==> config.mk <==
export PLATFORM = sky130hd
export DESIGN_NAME = bcdac_decode
export DESIGN_NICKNAME = d
export VERILOG_FILES = /design/src/rtl/core/bcdac_pkg.sv /design/src/rtl/core/bcdac_decode.sv
export SDC_FILE = /design/constraint.sdc
export NUM_CORES = 2
export LEC_CHECK = 0
export BUFFER_PORTS_ARGS = -buffer_cell sky130_fd_sc_hd__buf_2
export CORE_MARGIN = 2
export CORE_UTILIZATION = 30
export CTS_CLUSTER_SIZE = 12
export DETAILED_ROUTE_END_ITERATION = 8
export RECOVER_POWER = 25
export REMOVE_ABC_BUFFERS = 1
export SLEW_MARGIN = 20
export SYNTH_ARGS = -nofsm -noshare
export SYNTH_HDL_FRONTEND = slang
export SYNTH_SLANG_ARGS = --single-unit
==> constraint.sdc <==
create_clock -name clk -period 8.6 [get_ports clk]
set_input_delay 0.86 -clock clk [delete_from_list [all_inputs] [get_ports clk]]
set_output_delay 0.86 -clock clk [all_outputs]
set_load 0.1 [all_outputs]
==> src/rtl/core/bcdac_pkg.sv <==
// Shared types, opcodes, error codes and constants for the BCD arithmetic unit.
// No dependencies.
`default_nettype none

package bcdac_pkg;

    localparam int NIB_N      = 16;          // nibbles in a packed BCD word
    localparam int BCD_W      = 64;
    localparam int BIN_W      = 54;          // 10^16-1 < 2^54
    localparam int HALF_W     = 27;
    localparam int GRP_W      = 14;          // four digits, up to 9999
    localparam int DD_STEPS   = 6;           // double-dabble bits per stage
    localparam int DD_STAGES  = BIN_W / DD_STEPS;
    localparam int DIGITS_DEF = 16;

    localparam logic [26:0] GRP_SCALE  = 27'd10000;
    localparam logic [53:0] HALF_SCALE = 54'd100000000;

    typedef enum logic [1:0] {
        OP_BIN2BCD = 2'd0,
        OP_BCD2BIN = 2'd1,
        OP_ADD     = 2'd2,
        OP_MUL     = 2'd3
    } op_t;

    typedef enum logic [1:0] {
        ERR_OK       = 2'd0,
        ERR_OVERFLOW = 2'd1,
        ERR_BAD      = 2'd2
    } err_t;

    // decoded operands, leaving the decode stages
    typedef struct packed {
        logic               vld;
        op_t                op;
        logic               bad;
        logic [BCD_W-1:0]   a;
        logic [BIN_W-1:0]   x;
        logic [BIN_W-1:0]   y;
    } opnd_t;

    // conversion stage state
    typedef struct packed {
        logic               vld;
        op_t                op;
        err_t               err;
        logic [BIN_W-1:0]   bin;
        logic [BIN_W-1:0]   val;
        logic [BCD_W-1:0]   bcd;
    } conv_t;

    function automatic logic [63:0] pow10_lim(input int n);
        logic [63:0] m;
        m = 64'd0;
        for (int i = 0; i < n && i < NIB_N; i++)
        begin
            m = 64'(m * 64'd10) + 64'd9;
        end
        return m;
    endfunction

endpackage

`default_nettype wire

==> src/rtl/core/bcdac_decode.sv <==
// Three-stage packed BCD to binary decode with digit check.
// Depends on bcdac_pkg.
`default_nettype none

module bcdac_decode (
    input  wire logic                     clk,
    input  wire logic                     rst_n,
    input  wire logic                     en,
    input  wire logic                     in_vld,
    input  wire bcdac_pkg::op_t           in_op,
    input  wire logic [63:0]              in_a,
    input  wire logic [63:0]              in_b,
    output bcdac_pkg::opnd_t              opnd
);
    import bcdac_pkg::*;

    typedef struct packed {
        logic             vld;
        op_t              op;
        logic             bad;
        logic [BCD_W-1:0] a;
        logic [GRP_W-1:0] ga3, ga2, ga1, ga0;
        logic [GRP_W-1:0] gb3, gb2, gb1, gb0;
    } s1_t;

    typedef struct packed {
        logic               vld;
        op_t                op;
        logic               bad;
        logic [BCD_W-1:0]   a;
        logic [HALF_W-1:0]  ah, al, bh, bl;
    } s2_t;

    s1_t   s1_reg, s1_next;
    s2_t   s2_reg, s2_next;
    opnd_t s3_reg, s3_next;

    function automatic logic nib_bad(input logic [63:0] v);
        logic r;
        r = 1'b0;
        for (int i = 0; i < NIB_N; i++)
        begin
            if (v[4*i +: 4] > 4'd9)
                r = 1'b1;
        end
        return r;
    endfunction

    function automatic logic [GRP_W-1:0] grp4(input logic [15:0] v);
        logic [GRP_W-1:0] r;
        r = GRP_W'(v[15:12]);
        r = GRP_W'(r * GRP_W'(10)) + GRP_W'(v[11:8]);
        r = GRP_W'(r * GRP_W'(10)) + GRP_W'(v[7:4]);
        r = GRP_W'(r * GRP_W'(10)) + GRP_W'(v[3:0]);
        return r;
    endfunction

    always_comb
    begin
        s1_next.vld = in_vld;
        s1_next.op  = in_op;
        s1_next.a   = in_a;
        case (in_op)
            OP_BIN2BCD: s1_next.bad = 1'b0;
            OP_BCD2BIN: s1_next.bad = nib_bad(in_a);
            default:    s1_next.bad = nib_bad(in_a) | nib_bad(in_b);
        endcase
        s1_next.ga3 = grp4(in_a[63:48]);
        s1_next.ga2 = grp4(in_a[47:32]);
        s1_next.ga1 = grp4(in_a[31:16]);
        s1_next.ga0 = grp4(in_a[15:0]);
        s1_next.gb3 = grp4(in_b[63:48]);
        s1_next.gb2 = grp4(in_b[47:32]);
        s1_next.gb1 = grp4(in_b[31:16]);
        s1_next.gb0 = grp4(in_b[15:0]);
    end

    always_comb
    begin
        s2_next.vld = s1_reg.vld;
        s2_next.op  = s1_reg.op;
        s2_next.bad = s1_reg.bad;
        s2_next.a   = s1_reg.a;
        s2_next.ah  = HALF_W'(HALF_W'(s1_reg.ga3) * GRP_SCALE) + HALF_W'(s1_reg.ga2);
        s2_next.al  = HALF_W'(HALF_W'(s1_reg.ga1) * GRP_SCALE) + HALF_W'(s1_reg.ga0);
        s2_next.bh  = HALF_W'(HALF_W'(s1_reg.gb3) * GRP_SCALE) + HALF_W'(s1_reg.gb2);
        s2_next.bl  = HALF_W'(HALF_W'(s1_reg.gb1) * GRP_SCALE) + HALF_W'(s1_reg.gb0);
    end

    always_comb
    begin
        s3_next.vld = s2_reg.vld;
        s3_next.op  = s2_reg.op;
        s3_next.bad = s2_reg.bad;
        s3_next.a   = s2_reg.a;
        s3_next.x   = BIN_W'(BIN_W'(s2_reg.ah) * HALF_SCALE) + BIN_W'(s2_reg.al);
        s3_next.y   = BIN_W'(BIN_W'(s2_reg.bh) * HALF_SCALE) + BIN_W'(s2_reg.bl);
    end

    always_ff @(posedge clk or negedge rst_n)
    begin
        if (!rst_n)
        begin
            s1_reg <= '0;
            s2_reg <= '0;
            s3_reg <= '0;
        end
        else if (en)
        begin
            s1_reg <= s1_next;
            s2_reg <= s2_next;
            s3_reg <= s3_next;
        end
    end

    assign opnd = s3_reg;

endmodule

`default_nettype wire

==> results.txt <==
Resized cells post-CTS - 0
Final hold violations - 0
Clock-pin transition on the worst setup and hold timing paths - 60 ps
GPL Wtd Cong - 0.879
RSZ-0062 raised after global routing - false
Final setup violating endpoints - 0
Total area of sequential cells - 13100 µm²
Max_cap viols - 6
Syn Area/Cell - 9.52 µm²
Crit-path most repeated cell - inv_1
CP delay by family, top - adder cells
Final net count - 9218
Worst setup SP type - flop
Crit path kind - reg -> reg
DR vias/cell - 4.69
Drt pass-1 iters - 6
Max FFs per register - 176
WP buf/inv - 6
Row count - 174
Crit Path Max Fanout - 10
DPL Wire Length - 142000 µm
DIE WIDTH - 479 µm
Die area - 229000 µm²
Seq/Total Area, Yosys - 0.194
Yosys warning total - 0
Vias - 48885
Vias in the first global route - 50232
Fin Setup TNS - 0 ps
# fillers - 22933
Commonest non-fill, non-tap cell in the layout - inv_1
Num ports - 310
CTS tree - built
GRT Total Usage - 0.146
Mapped Area - 67700 µm²
H-tree levels - 3
Max_slew headroom - -2.54
Antenna violations before repair - 16
CP Capture Type - flop
Root buffer cell - clkbuf_16
Core area - 224000 µm²
WHS - 394 ps
Die Ht - 479 µm
CTS Sinks - 525
Critical Path AT - 8410 ps
Final period util - 0.904
Max Freq - 129 MHz
Hold Crit Class - in -> reg
First-pass GRT wire length - 272000 µm
#FFs+latches synth - 525
Post-layout min period - 7780 ps
Remaining antenna violation count - 0
Cells after Synth - 7111
Worst Clk Skew - 53.8 ps
Hold Buf Count CTS - 0
Routed WL - 167000 µm
Drt initial violations - 2143
Share of layout cells above drive strength 1 - 0.108
CTS Buf Count - 68
Critical Path RT - 9230 ps
Number of flops mapped to enable cells by yosys - 0
GRT overflow - 0
Max incr delay on CP - 660 ps
Area of the multi-input gates - 49100 µm²
DRC - 0
Yosys cell types - 97
Pin count of the biggest net entering global routing - 157
IO Port Bufs - 309
WL/cell - 16.0 µm
Worst-skew pair later-pin latency - 710 ps
Commonest non-fill, non-tap cells in the layout - inv_1 (1310), ha_1 (1070), fa_1 (632)
Prevailing post-synth register cell - dfrtp_1
Asr flop ratio synth - 1.00
# Post-CTS Setup Buffers - 0
Status - complete, but fails checks
Starting density of the core - 0.302
Bufs on Longest Clock Path - 3
Worst-Margin Slew - 5300 ps
Area growth, synth to finish - 10.8%
Slowest cell on the critical path - dfrtp_1
Failing checks - max-capacitance violations, max-slew violations
Pins Over Slew Limit - 384
## worst register-to-register path, delay by kind of cell, from the launching register on
kind	cells	cell delay, ps
compound gates	5	1160
fa+ha+maj	8	3100
flops	1	660
simple gates	9	2340
buf+inv	6	340
xor+xnor	1	100
## cell usage after synthesis (all sizes together) (20+ instances only)
| cell type | instances | area, µm² |
|---|---|---|
| xnor2 | 326 | 2860 |
| nor3 | 129 | 646 |
| buf | 21 | 123 |
| a21oi | 397 | 1990 |
| clkbuf | 115 | 433 |
| and3 | 41 | 257 |
| nor2 | 369 | 1390 |
| nor2b | 86 | 538 |
| nand3 | 125 | 631 |
| a2111oi | 21 | 203 |
| nand2 | 281 | 1060 |
| o211ai | 31 | 233 |
| o31ai | 28 | 210 |
| a21boi | 41 | 319 |
| nand2b | 39 | 244 |
| inv | 1310 | 4920 |
| a31oi | 30 | 188 |
| xor2 | 218 | 1910 |
| a21o | 133 | 998 |
| ha | 1070 | 13400 |
| fa | 632 | 12700 |
| nand4 | 68 | 447 |
| mux2 | 311 | 3500 |
| a211o | 20 | 175 |
| o21a | 36 | 278 |
| a211oi | 43 | 345 |
| nor3b | 58 | 435 |
| and2 | 20 | 125 |
| or3 | 28 | 175 |
| o21bai | 29 | 218 |
| dfrtp | 525 | 13100 |
| o21ai | 285 | 1440 |
| nor4 | 30 | 236 |
## per-layer routing
metal / track usage / share of wire
met1: 0.209 / 0.50
met4: 0.0340 / 0.019
met3: 0.0219 / 0.040
met2: 0.229 / 0.44
met5: 0 / 0.00019
## final cells by class
cell class              instances  area share
multi-input cells            5139       0.654
flip-flops and latches        525       0.175
inverters                    1311      0.0656
well taps                    2992      0.0499
clock buffers                  92      0.0248
repair buffers                337      0.0238
clock inverters                28     0.00617
diodes                          4    0.000133
## logic make-up (layout without fill, tap and decap cells)
| kind of cell | Yosys count | after routing | share of synthesized area |
|---|---|---|---|
| AOI/OAI and AO/OA | 1194 | 1194 | 0.111 |
| xor gates and xnor gates | 553 | 553 | 0.0734 |
| adders and majority gates | 1702 | 1702 | 0.385 |
| buffers and inverters | 1447 | 1768 | 0.0809 |
| DFF | 525 | 525 | 0.194 |
| muxes | 330 | 330 | 0.0546 |
| other | 0 | 4 | 0 |
| and+or+nand+nor | 1360 | 1360 | 0.102 |
## worst paths after layout
check | from | endpoint | slack (ps) | cells past startpoint
max | s2_reg[83] | opnd[105] | 820 | 29
max reg2reg | s2_reg[83] | opnd[105] | 820 | 29
min | in_a[48] | s1_reg[160] | 390 | 2
max in group asynchronous | rst_n | s1_reg[50] | 2310 | 3
min reg2reg | s1_reg[85] | s2_reg[82] | 480 | 2
min in group asynchronous | rst_n | s2_reg[115] | 2090 | 1
## stage by stage
step	util	setup WS, ps	cell area [µm²]	instances
after detailed placement	0.324	747	72700	10304
after floorplan	-	1570	67100	6975
final	0.334	824	75000	10428
after CTS	0.334	753	75000	10424
after global placement	0.324	720	72700	10304
after global routing	0.334	222	75000	10428
Power is left out: the tool's default activity adds up to more than one toggle a clock period on the data nets, which glitch-free logic cannot reach.
