===== src/rtl/core/bcdac_pkg.sv =====
// Shared types, opcodes, error codes and constants for the BCD arithmetic unit.
// No dependencies.
`default_nettype none

package bcdac_pkg;

    localparam int NIB_N      = 16;          // nibbles in a packed BCD word
    localparam int BCD_W      = 64;
    localparam int BIN_W      = 54;          // 10^16-1 < 2^54
    localparam int HALF_W     = 27;
    localparam int GRP_W      = 14;          // four digits, up to 9999
    localparam int DD_STEPS   = 6;           // double-dabble bits per stage
    localparam int DD_STAGES  = BIN_W / DD_STEPS;
    localparam int DIGITS_DEF = 16;

    localparam logic [26:0] GRP_SCALE  = 27'd10000;
    localparam logic [53:0] HALF_SCALE = 54'd100000000;

    typedef enum logic [1:0] {
        OP_BIN2BCD = 2'd0,
        OP_BCD2BIN = 2'd1,
        OP_ADD     = 2'd2,
        OP_MUL     = 2'd3
    } op_t;

    typedef enum logic [1:0] {
        ERR_OK       = 2'd0,
        ERR_OVERFLOW = 2'd1,
        ERR_BAD      = 2'd2
    } err_t;

    // decoded operands, leaving the decode stages
    typedef struct packed {
        logic               vld;
        op_t                op;
        logic               bad;
        logic [BCD_W-1:0]   a;
        logic [BIN_W-1:0]   x;
        logic [BIN_W-1:0]   y;
    } opnd_t;

    // conversion stage state
    typedef struct packed {
        logic               vld;
        op_t                op;
        err_t               err;
        logic [BIN_W-1:0]   bin;
        logic [BIN_W-1:0]   val;
        logic [BCD_W-1:0]   bcd;
    } conv_t;

    function automatic logic [63:0] pow10_lim(input int n);
        logic [63:0] m;
        m = 64'd0;
        for (int i = 0; i < n && i < NIB_N; i++)
        begin
            m = 64'(m * 64'd10) + 64'd9;
        end
        return m;
    endfunction

endpackage

`default_nettype wire


===== src/rtl/core/bcdac_dabble_stage.sv =====
// One double-dabble stage: shifts DD_STEPS binary bits into the BCD word.
// Depends on bcdac_pkg.
`default_nettype none

module bcdac_dabble_stage (
    input  wire logic                 clk,
    input  wire logic                 rst_n,
    input  wire logic                 en,
    input  wire bcdac_pkg::conv_t     din,
    output bcdac_pkg::conv_t          dout
);
    import bcdac_pkg::*;

    conv_t st_reg, st_next;

    always_comb
    begin
        logic [BCD_W-1:0] b;
        logic [BIN_W-1:0] v;
        b = din.bcd;
        v = din.val;
        for (int s = 0; s < DD_STEPS; s++)
        begin
            for (int d = 0; d < NIB_N; d++)
            begin
                if (b[4*d +: 4] >= 4'd5)
                    b[4*d +: 4] = b[4*d +: 4] + 4'd3;
            end
            b = {b[BCD_W-2:0], v[BIN_W-1]};
            v = {v[BIN_W-2:0], 1'b0};
        end
        st_next     = din;
        st_next.bcd = b;
        st_next.val = v;
    end

    always_ff @(posedge clk or negedge rst_n)
    begin
        if (!rst_n)
            st_reg <= '0;
        else if (en)
            st_reg <= st_next;
    end

    assign dout = st_reg;

endmodule

`default_nettype wire


===== config.mk =====
export PLATFORM = sky130hd
export DESIGN_NAME = bcdac_dabble_stage
export DESIGN_NICKNAME = d
export VERILOG_FILES = /design/src/rtl/core/bcdac_pkg.sv /design/src/rtl/core/bcdac_dabble_stage.sv
export SDC_FILE = /design/constraint.sdc
export NUM_CORES = 1
export LEC_CHECK = 0
export ABC_CLOCK_PERIOD_IN_PS = 1100
export CAP_MARGIN = 20
export CORE_MARGIN = 10
export CORE_UTILIZATION = 55
export DETAILED_ROUTE_END_ITERATION = 12
export DONT_BUFFER_PORTS = 1
export HOLD_SLACK_MARGIN = 0.12
export PLACE_DENSITY = 0.81
export REMOVE_ABC_BUFFERS = 1
export SYNTH_ARGS = -nofsm -noshare
export SYNTH_HDL_FRONTEND = slang
export SYNTH_SLANG_ARGS = --single-unit

===== constraint.sdc =====
create_clock -name clk -period 1.1 [get_ports clk]
set_input_delay 0.11 -clock clk [delete_from_list [all_inputs] [get_ports clk]]
set_output_delay 0.11 -clock clk [all_outputs]
set_load 0.01 [all_outputs]

==> results.json, run 1 <==
{
  "ios": 357,
  "gp_congestion": 0.966,
  "grt_pass1_vias": 32000,
  "dp.cells": 3364,
  "async_reset_ff_frac": 1.00,
  "synth_top_area_share": 0.232,
  "synth_ff_type": "dfrtp_1",
  "numCtsBuffers": 17,
  "lastStage": "5_1_grt",
  "die_y_um": 203,
  "dp_slack_ps": -4070,
  "fp-row-count": 66,
  "synth_edf_count": 0,
  "cts_buffer_depth": 2,
  "cts_num_sinks": 171,
  "grt_pass1_wl_um": 201000,
  "io_buffer_count": 0,
  "start_util": 0.562,
  "die_x_um": 203,
  "root_buffer": "clkbuf_16",
  "ys_types": 113,
  "tool.error": "[ERROR GRT-0116] Global routing finished with congestion. Check the congestion regions in the DRC Viewer.",
  "syn_area_per_cell_sq_um": 8.04,
  "grt_usage": 0.620,
  "yosysSeqAreaShare": 0.232,
  "syn_area_sq_um": 18400,
  "synthTopCellsByArea": "dfrtp_1 23%, mux2_2 9.2%, ha_1 5.4%",
  "hpwlAfterDp_um": 49100,
  "status": "did not finish",
  "synth_warnings": 0,
  "synth_commonest_cells": "199 x nor2_1, 176 x nand2_1, 171 x dfrtp_1",
  "synth_top_area_cell": "dfrtp_1",
  "grt_overflow_total": 83,
  "ctsHtreeMaxLevel": 4,
  "post_dp_cell_area_sq_um": 24000,
  "grt_max_degree": 211,
  "synth_most_common_cell": "nor2_1",
  "yosys_register_bits": 171,
  "postSynthCellCount": 2291
}
-- routing by layer --
metal / GRT overflow / GRT usage
met5: 0 / 0.119
met4: 37 / 0.590
met3: 1 / 0.442
met2: 45 / 0.842
met1: 0 / 0.597
-- timing repair --
item	in CTS
buffers inserted	210
endpoints found under the setup margin	74
endpoints found under the hold margin	340
pin swaps	371
hold buffers	112
resized for setup	754
-- per-stage QoR --
stage                     utilization  setup TNS, ps  hold WS (ps)
after detailed placement        0.731        -213690          -181
after floorplan                     -        -197110          -186
after global placement          0.731        -196360          -180
after CTS                       0.916        -157380          -680
-- kinds of logic after synthesis --
| family | Yosys count | share of synthesized area |
|---|---|---|
| AOI/OAI and AO/OA | 827 | 0.318 |
| xor gates and xnor gates | 38 | 0.0185 |
| adders and majority gates | 89 | 0.0592 |
| buffers and inverters | 197 | 0.0426 |
| DFF | 171 | 0.232 |
| muxes | 208 | 0.125 |
| other | 1 | 0.000203 |
| and+or+nand+nor | 760 | 0.204 |
==> run 2, diff against run 1 <==
--- a/config.mk
+++ b/config.mk
@@ -5,14 +5,13 @@
 export SDC_FILE = /design/constraint.sdc
 export NUM_CORES = 1
 export LEC_CHECK = 0
-export ABC_CLOCK_PERIOD_IN_PS = 1100
+export ABC_CLOCK_PERIOD_IN_PS = 1430
 export CAP_MARGIN = 20
 export CORE_MARGIN = 10
-export CORE_UTILIZATION = 55
+export CORE_UTILIZATION = 40
 export DETAILED_ROUTE_END_ITERATION = 12
 export DONT_BUFFER_PORTS = 1
-export HOLD_SLACK_MARGIN = 0.12
-export PLACE_DENSITY = 0.81
+export PLACE_DENSITY_LB_ADDON = 0.15
 export REMOVE_ABC_BUFFERS = 1
 export SYNTH_ARGS = -nofsm -noshare
 export SYNTH_HDL_FRONTEND = slang
==> constraint.sdc (replaced) <==
create_clock -name clk -period 1.43 [get_ports clk]
set_input_delay 0.143 -clock clk [delete_from_list [all_inputs] [get_ports clk]]
set_output_delay 0.143 -clock clk [all_outputs]
set_load 0.01 [all_outputs]
==> run 2 against run 1 <==
Compared with the run above:
- the flow now finishes, with violations (hold timing, setup timing)
- synthesized cell count unchanged
- synthesized area unchanged
==> results.json, run 2 <==
{
  "status": "complete, but fails checks",
  "violations": "hold timing, setup timing",
  "final_antenna_net_count": 0,
  "drc": 0,
  "drv_cap": 0,
  "clk_pin_slew_ps": 80,
  "ctsHtreeMaxLevel": 4,
  "synth_warnings": 0,
  "final_cell_mix": "846 x buf_4, 207 x dlygate4sd3_1, 159 x dfrtp_1",
  "fin_crit_sh": 2.93,
  "timing.final.crit_period_ps": 4180,
  "fin_skew_ps": 0,
  "drt_iter0_drc": 1326,
  "grt_pass1_wl_um": 115000,
  "switching_share": 0.439,
  "root_buffer": "clkbuf_16",
  "cts_buffer_depth": 2,
  "p_int_uw": 31500,
  "total_power_uw": 56100,
  "n_fill_cell": 3116,
  "synth_commonest_cells": "199 x nor2_1, 176 x nand2_1, 171 x dfrtp_1",
  "synth_top_area_share": 0.232,
  "route.met2.wl_um": 39800,
  "viasPerCell": 5.69,
  "dp_slack_ps": -3500,
  "hold_viol": 194,
  "cellLeakagePower_uw": 0.0141,
  "die_y_um": 235,
  "comb_power_share": 0.772,
  "cp.required_ps": 1800,
  "crit_path_start_kind": "input pin",
  "hold_ws_ps": -654,
  "fin_ws_ps": -2750,
  "postSynthCellCount": 2291,
  "critPathCaptureType": "register",
  "p_seq_frac": 0.141,
  "ys_types": 113,
  "finalSetupViolations": 64,
  "antenna_found_initial": 2,
  "arrival_ps": 4550,
  "wire_per_inst_um": 18.9,
  "grt_overflow_total": 0,
  "core_area_sq_um": 45500,
  "hp-class": "in2async",
  "yosys_register_bits": 171,
  "synth_edf_count": 0,
  "ios": 357,
  "synth_most_common_cell": "nor2_1",
  "io_buffer_count": 0,
  "drive_gt1_frac": 0.543,
  "nets": 3623,
  "wl_um": 75100,
  "peakVddDrop_mv": 1.37,
  "clk-insertion-delay-late_ps": 490,
  "p_switching_uw": 24600,
  "synthTopCellsByArea": "dfrtp_1 23%, mux2_2 9.2%, ha_1 5.4%",
  "syn_area_per_cell_sq_um": 8.04,
  "grt_usage": 0.243,
  "die_x_um": 235,
  "largest_register_ffs": 171,
  "rsz0062_at_grt": "yes",
  "clock.fmax_ghz": 0.239,
  "synth_ff_type": "dfrtp_1",
  "relSlewSlack": 0.585,
  "numCtsBuffers": 17,
  "maxSlewViolCount": 0,
  "dr.max_layer_used": "met4",
  "worstSetupPathType": "in2reg",
  "dieArea_sq_um": 55100,
  "yosysSeqAreaShare": 0.232,
  "worst_pin_slew_ps": 618,
  "syn2layout_area_growth_pct": 78.5,
  "met3WireLength_um": 3950,
  "gp_congestion": 0.877,
  "tritoncts": "yes",
  "cts_num_sinks": 171,
  "start_util": 0.405,
  "fp-row-count": 78,
  "grt_max_degree": 211,
  "grt_pass1_vias": 23000,
  "dr.pass1.iters": 6,
  "syn_area_sq_um": 18400,
  "met1_length_um": 29300,
  "async_reset_ff_frac": 1.00,
  "hpwlAfterDp_um": 46200,
  "critPathMaxFanout": 3,
  "synth_top_area_cell": "dfrtp_1",
  "dr_total_vias": 22600,
  "pwr_density_cell_nw_per_um2": 1710,
  "layout_commonest_cell": "buf_4",
  "clockPowerShare": 0.087
}
## run 2: cell counts after synthesis
No cell type changed its count.
## run 2: worst max-delay path, stage by stage
cell	delay, ps
clkinvlp_4	120
ha_4	200
and2b_2	220
a2bb2oi_2	180
buf_4	130
a211o_1	320
a21oi_2	160
or2_1	170
inv_2	70
ha_4	160
or3_4	370
a311oi_4	340
buf_4	180
or2_4	130
o21ai_4	60
o22ai_4	120
ha_4	230
o211ai_1	190
o211ai_1	130
a31o_2	250
nand2_1	70
nor3_1	60
or4_1	530
## run 2: layout make-up
type | count | area [sq um] | area share
clock buffer | 18 | 429 | 0.0130
antenna | 2 | 5.00 | 0.000152
clock inverter | 14 | 144 | 0.00437
tap | 600 | 751 | 0.0228
inverter | 117 | 628 | 0.0191
timing repair buffer | 1128 | 9290 | 0.282
multi-input combinational | 1928 | 17400 | 0.528
sequential | 171 | 4290 | 0.131
## run 2: per-layer routing
metal,vias up,track usage
met5,-,0
met4,0,0.0789
met3,132,0.0521
met2,615,0.448
met1,11100,0.271
li1,10800,-
## run 2: kinds of logic after synthesis
group / Yosys count / share of synthesized area
and+or+nand+nor: 760 / 0.204
muxes: 208 / 0.125
adders and majority gates: 89 / 0.0592
xor gates and xnor gates: 38 / 0.0185
buffers and inverters: 197 / 0.0426
AOI/OAI and AO/OA: 827 / 0.318
other: 1 / 0.000203
DFF: 171 / 0.232
## run 2: worst paths after layout
kind / from / end / slack [ps] / depth (start not counted)
setup / recovery: din[25] / dout[29] / -2750 / 23
hold / removal: rst_n / dout[166] / -650 / 0
setup reg to reg: dout[92] / dout[92] / -10 / 2
hold reg to reg: dout[4] / dout[4] / 560 / 1
max in group asynchronous: rst_n / dout[40] / 1810 / 0
min in group clk: en / dout[9] / -240 / 1
## run 2: power by group through the flow
stage	sequential [uW]	clock, uW	combinational, uW
floorplan	7260	0	17500
global placement	7970	0	29100
detailed placement	7980	0	29700
CTS	7900	4860	38000
global route	8060	5090	46500
finish	7940	4860	43300
## run 2: repair_timing
item,CTS,global route
pin swaps,348,288
hold endpoints to repair,338,244
buffers inserted,167,75
endpoints found under the setup margin,63,88
hold buffers,220,3
gates resized for setup,676,387
## run 2: metrics by stage
step                      cell area, sq um  utilization  setup TNS (ps)  std cells  hold WS [ps]
after floorplan                      18100            -         -178390       2216          -153
after global placement               24200        0.533         -182180       3532          -147
after detailed placement             24200        0.533         -188130       3532          -147
after CTS                            30900        0.679         -133090       3939          -702
after global routing                 32900        0.723         -148000       3978          -682
final                                32900        0.723         -138920       3978          -654
Note: power is estimated with default switching activity, not from simulation.
